[src/rtl/core/swm_pkg.sv]
// Shared constants, codes and types of the sliding window minimum block.
package swm_pkg;

    localparam int SWM_WINDOW_MAX  = 1024;
    localparam int SWM_SAMPLE_WIDTH = 32;
    localparam int SWM_INDEX_W     = 32;
    localparam int SWM_LEN_W       = 11;
    localparam int SWM_LEN_MIN     = 2;
    localparam int SWM_APB_DW      = 32;
    localparam int SWM_APB_AW      = 3;

    localparam logic [SWM_LEN_W-1:0] SWM_LEN_DEFAULT = SWM_LEN_W'(30);
    localparam logic [SWM_LEN_W-1:0] SWM_AGE_TOP     = '1;

    localparam logic [SWM_APB_AW-3:0] SWM_REG_WINDOW_LENGTH = '0;

    typedef enum logic [1:0] {
        ST_IDLE,
        ST_EVAL,
        ST_SCAN,
        ST_EMIT
    } t_state;

    typedef enum logic [2:0] {
        MIN_NOP,
        MIN_AGE_TOP,
        MIN_ADVANCE,
        MIN_OFFER,
        MIN_SCAN
    } t_min_op;

    typedef struct packed {
        t_min_op              op;
        logic                 first;
        logic [SWM_LEN_W-1:0] age;
    } t_min_cmd;

endpackage

[src/rtl/core/swm_min_unit.sv]
// Shared signed compare unit holding the current minimum and its age.
module swm_min_unit
    import swm_pkg::*;
#(
    parameter int SAMPLE_WIDTH = SWM_SAMPLE_WIDTH
) (
    input  logic                    i_clk,
    input  logic                    i_rst_n,
    input  t_min_cmd                i_cmd,
    input  logic [SAMPLE_WIDTH-1:0] i_data,
    output logic [SAMPLE_WIDTH-1:0] o_min,
    output logic [SWM_LEN_W-1:0]    o_age
);

    logic [SAMPLE_WIDTH-1:0] r_min;
    logic [SAMPLE_WIDTH-1:0] n_min;
    logic [SWM_LEN_W-1:0]    r_age;
    logic [SWM_LEN_W-1:0]    n_age;
    logic                    s_lt;
    logic                    s_eq;

    assign s_lt = $signed(i_data) < $signed(r_min);
    assign s_eq = i_data == r_min;

    always_comb begin
        n_min = r_min;
        n_age = r_age;
        case (i_cmd.op)
            MIN_NOP: begin
            end
            MIN_AGE_TOP: begin
                n_age = SWM_AGE_TOP;
            end
            MIN_ADVANCE: begin
                if (i_cmd.first) begin
                    n_age = SWM_LEN_W'(1);
                end else if (r_age != SWM_AGE_TOP) begin
                    n_age = r_age + SWM_LEN_W'(1);
                end
            end
            MIN_OFFER: begin
                if (s_lt || s_eq) begin
                    n_min = i_data;
                    n_age = i_cmd.age;
                end
            end
            MIN_SCAN: begin
                if (i_cmd.first || s_lt) begin
                    n_min = i_data;
                    n_age = i_cmd.age;
                end
            end
            default: begin
            end
        endcase
    end

    always_ff @(posedge i_clk) begin
        if (!i_rst_n) begin
            r_min <= '0;
            r_age <= '0;
        end else begin
            r_min <= n_min;
            r_age <= n_age;
        end
    end

    assign o_min = r_min;
    assign o_age = r_age;

endmodule

[config.mk]
export PLATFORM = sky130hd
export DESIGN_NAME = swm_min_unit
export DESIGN_NICKNAME = d
export VERILOG_FILES = /design/src/rtl/core/swm_pkg.sv /design/src/rtl/core/swm_min_unit.sv
export SDC_FILE = /design/constraint.sdc
export NUM_CORES = 1
export LEC_CHECK = 0
export ABC_AREA = 1
export BUFFER_PORTS_ARGS = -buffer_cell sky130_fd_sc_hd__buf_2
export CAP_MARGIN = 10
export CORE_UTILIZATION = 53
export CTS_CLUSTER_DIAMETER = 80
export DETAILED_ROUTE_END_ITERATION = 16
export PLACE_DENSITY = 0.82
export SLEW_MARGIN = 20
export SYNTH_ARGS = -nofsm -noshare
export SYNTH_HDL_FRONTEND = slang
export SYNTH_SLANG_ARGS = --single-unit
[constraint.sdc]
create_clock -name i_clk -period 2.83 [get_ports i_clk]
set_clock_uncertainty 0.15 [all_clocks]
set_input_delay 0.283 -clock i_clk [delete_from_list [all_inputs] [get_ports i_clk]]
set_output_delay 0.283 -clock i_clk [all_outputs]
set_load 0.01 [all_outputs]
### Word-level counts from Yosys, hierarchy flattened

Cells that the tools add are included.

| word-level totals | value |
|---|---|
| bits in latches | 0 |
| word-level logic and storage cells | 27 |
| memories kept | 0 |
| RAM bits | 0 |
| ROM bits | 0 |
| flip-flop bits (word level) | 43 |

| operators by class | value |
|---|---|
| bitwise gates (word level) | 0 |
| mux-type cells | 8 |
| div/mod/pow operators | 0 |
| $mul | 0 |
| equal/unequal tests | 9 |
| magnitude comparators | 1 |
| reduce and logical (&&, ||, !) cells | 6 |
| shift operators | 0 |
| add/sub/neg operators | 1 |

Operators with widths:

| cell | count |
|---|---|
| $mux 32 | 2 |
| $pmux 32 s2 | 1 |
| $mux 11 | 4 |
| $pmux 11 s4 | 1 |
| $eq 32x32->1 | 1 |
| $lt 32x32->1 | 1 |
| $add 11x1->11 const B | 1 |
| $ne 11x11->1 const B | 1 |
| $eq 3x2->1 const B | 2 |
| $ne 2x2->1 const B | 2 |
| $reduce_and 4->1 | 1 |
| $reduce_bool 4->1 | 1 |
| $eq 3x1->1 const B | 1 |
| $eq 3x3->1 const B | 1 |
| $ne 3x3->1 const B | 1 |
| $reduce_and 3->1 | 1 |
| $logic_or 1x1->1 | 2 |
| $reduce_bool 2->1 | 1 |

### Logic depth before layout (Yosys ltp)

| depth | value |
|---|---|
| depth in word-level cells | 4 |
| gate-level depth with buffers | 21 |
| mapped depth without buffers | 20 |

### Worst setup path after synthesis

OpenSTA, ideal clock, no wires.

| timing | value |
|---|---|
| path type | register -> register |
| start point | register r_min[31] (netlist: o_min[31]) |
| end point | register r_min[0] (netlist: o_min[0]) |
| setup slack | 0.665 ns |
| data arrival time | 1.903 ns |
| cell stages (with the launch flop) | 17 |
| library setup time | 0.112 ns |
| period minus slack after synthesis | 2.165 ns |
| buffers on the path | 1 |
| cell sequence | dfxtp_1 > inv_1 > ha_1 > nand2_1 > nor2_2 > nand2_1 > nor2_2 > nand2_1 > nand2_1 > nand2_2 > nand3_4 > nand2_1 > inv_2 > buf_6 > nand3_1 > nand2_1 > nor2_1 |

| on the way | value |
|---|---|
| longest elaborated chain between the ends | 4 |
| elaborated cells between the ends (all ways) | 7 |
| those cells by class | 1 x order compare; 3 x eq/ne; 3 x reduce/logical |

Ends and longest elaborated chain:

| what | line | RTL |
|---|---|---|
| from (decl) | swm_min_unit.sv:15 | `logic [SAMPLE_WIDTH-1:0] r_min;` |
| from (signal assigned) | swm_min_unit.sv:63 | `r_min <= n_min;` |
| $lt 32x32->1 / $eq 32x32->1 (equally long branches) | swm_min_unit.sv:22, swm_min_unit.sv:23 |  |
| $logic_or 1x1->1, on equally long branches | swm_min_unit.sv:48, swm_min_unit.sv:42 |  |
| $ne 2x2->1 (no line) | -- |  |
| $reduce_and 3->1 (no line) * | -- |  |

Mark *: on every way between the ends. The rest lies on a longest branch, timed or not.
A chain may end at the register's enable or synchronous reset.

### Final worst setup path

| timing | value |
|---|---|
| start point | register r_min[31] (netlist: o_min[31]) |
| end point | register r_min[20] (netlist: o_min[20]) |

Same word-level chain as after synthesis.

==> flow_summary.toml <==
[status]
status = "finished, final reports clean"

[critical_path]
crit_arrival_ns = 2.62
crit_required_ns = 2.87
start_kind = "flop"
critical_path_class = "flop to flop"
cp_max_fo = 22
worst_setup_path_end_kind = "flop"

[global_route]
grt_pass1_wl_um = 12700
track_usage = 0.249
grt_pass1_vias = 3033
grt_max_degree = 44
grt_overflow = 0
antenna_found_initial = 0

[synth]
synth_cell_type_count = 34
ys_seq_elements = 43
synth_ff_type = "dfxtp_1"
yosysSeqAreaShare = 0.274
mappedNetlistArea_mm2 = 0.00314
syn-num-nets = 577
synthArstFlopShare = 0
synth.avg_cell_area_um2 = 6.34
synth_cells = 495
yosysWarnings = 0
synth_enable_flop_cells = 0

[cells_and_area]
final_layout_size_suffix_gt1_frac = 0.199
nFillCells = 509
synthToLayoutAreaGrowth_pct = 18.2
diodes = 0
fin_nets = 662

[timing]
period_needed_ns = 2.59
tightest_slew_ns = 0.792
period_share = 0.915
slew_violations = 0
max_freq_mhz = 386
rsz0062_at_grt = "false"
slew_headroom = 0.472
worst_slack_ns = 0.242
hold_violations = 0
fin_setup_tns_ns = 0
setup_viol = 0

[floorplanning]
ios = 92
fp.dieW_um = 79.0
start_util = 0.560
die_y_um = 79.0
dieArea_mm2 = 0.00624
core_mm2 = 0.00561
rows = 27

[clock_tree]
postCtsSetupBuffers = 0
cts-htree-levels = 2
tritoncts = "built"
hold_buffers = 0
clock-sinks = 43
cts_buffers = 5
cts-resized-gates = 0
cts_root_buf = "clkbuf_8"
cts_buffer_depth = 2
clkLatencyLatePin_ns = 0.29
clk_pin_slew_ns = 0.08

[detailed_routing]
first_pass_iters = 7
drt_iter0_drc = 136
via_count = 3263
wl_um = 7280
viasPerCell = 5.01
drc = 0
wl_per_cell_um = 11.2
ant_nets = 0

[placement]
io_buffers = 91
gp_congestion = 0.861
dp_hpwl_um = 5580
pre_cts_ws_ns = 0.244

[power]
pwr-share-seq = 0.441
p_clk_frac = 0.222
power.share.switching = 0.352
pwr-share-comb = 0.337
p_sw_mw = 0.571
power_per_cell_area_mw_per_mm2 = 437
leakagePower_nw = 1.99
p_int_mw = 1.05
vdd_drop_max_uv = 218

[hold_path]
hp-class = "input port to flop"

[flow_run]
maxCapViolCount = 0
[worst max-delay path: stages, from the launching register on]
cell and delay [ns]:
dfxtp_1 0.37, inv_1 0.07, ha_1 0.35, nand2_1 0.11
nor2_2 0.14, nand2_1 0.09, nor2_2 0.15, nand2_1 0.10
nand2_1 0.08, nand2_2 0.10, nand3_4 0.11, nand2_1 0.07
inv_2 0.20, buf_12 0.19, nand3_1 0.08, nand2_1 0.07
nor2_1 0.06
[synthesized netlist by cell type, types with 2 or more instances]
cell type	number	area (um^2)
buf_2	4	20.0
a221oi_1	2	17.5
a32o_1	2	20.0
nand2_2	2	12.5
nor2_1	105	394
ha_1	33	413
o21a_1	2	15.0
buf_6	3	33.8
inv_1	89	334
nor2_2	3	18.8
nand2_1	94	353
o21ai_0	7	35.0
nand3b_1	2	15.0
buf_4	4	30.0
clkbuf_1	4	15.0
a21oi_1	19	95.1
inv_2	2	7.51
nand4_1	5	31.3
buf_1	3	11.3
nand3_1	52	260
dfxtp_1	43	861
a211oi_1	3	22.5
[layer usage]
layer	vias up	GRT usage	routed length (um)
li1	1701	-	-
met1	1456	0.304	3270
met2	93	0.432	3500
met3	13	0.0448	373
met4	0	0.0964	143
met5	-	0	0
[power groups by stage]
stage,registers (mW),clock network (mW),logic [mW]
2_1_floorplan,0.750,0,0.349
3_3_place_gp,0.727,0,0.527
3_5_place_dp,0.729,0,0.548
4_1_cts,0.715,0.375,0.551
5_1_grt,0.725,0.399,0.630
6_report,0.716,0.360,0.547
[cell type report]
type / instances / area, um^2 / area share
Inverter: 91 / 342 / 0.0920
Multi-Input combinational cell: 343 / 1830 / 0.493
Sequential cell: 43 / 861 / 0.232
Tap cell: 72 / 90.1 / 0.0243
Clock buffer: 6 / 72.6 / 0.0196
Timing Repair Buffer: 96 / 518 / 0.140
[stage by stage]
stage | cells | instance area [um^2] | utilization | hold WS, ns | power [mW]
2_1_floorplan | 495 | 3140 | - | 0.359 | 1.10
3_3_place_gp | 645 | 3640 | 0.649 | 0.322 | 1.25
3_5_place_dp | 645 | 3640 | 0.649 | 0.328 | 1.28
4_1_cts | 651 | 3710 | 0.662 | 0.176 | 1.64
5_1_grt | 651 | 3710 | 0.662 | 0.186 | 1.75
6_report | 651 | 3710 | 0.662 | 0.182 | 1.62
[cell usage in the layout, fill, tap and decap left out, types with 3 or more instances in the layout]
master / count
clkbuf_8: 5
inv_1: 89
buf_2: 91
nor2_2: 3
nor2_1: 105
ha_1: 33
nand3_1: 52
a211oi_1: 3
a21oi_1: 19
nand2_1: 94
nand4_1: 5
o21ai_0: 7
dfxtp_1: 43
buf_4: 3
[final timing paths]
path	from	end	slack, ns	cells past startpoint
max	o_min[31]	o_min[20]	0.24	16
min	i_data[8]	o_min[8]	0.18	5
min reg2reg	o_min[17]	o_min[17]	0.34	2
max reg2reg	o_min[31]	o_min[20]	0.24	16
[flip-flops by register name, summed over array words and instances, names as in the netlist]
name and flops:
o_min 32, o_age 11
[cell families after synthesis]
kind of cell	count (synthesis)	synth area share
AND/OR/NAND/NOR	271	0.375
buffers and inverters	109	0.144
flip-flops	43	0.274
AO/OA/AOI/OAI	38	0.0729
adder cells (fa/ha/maj)	33	0.131
XOR/XNOR	1	0.00279
(Power assumes the default switching activity.)
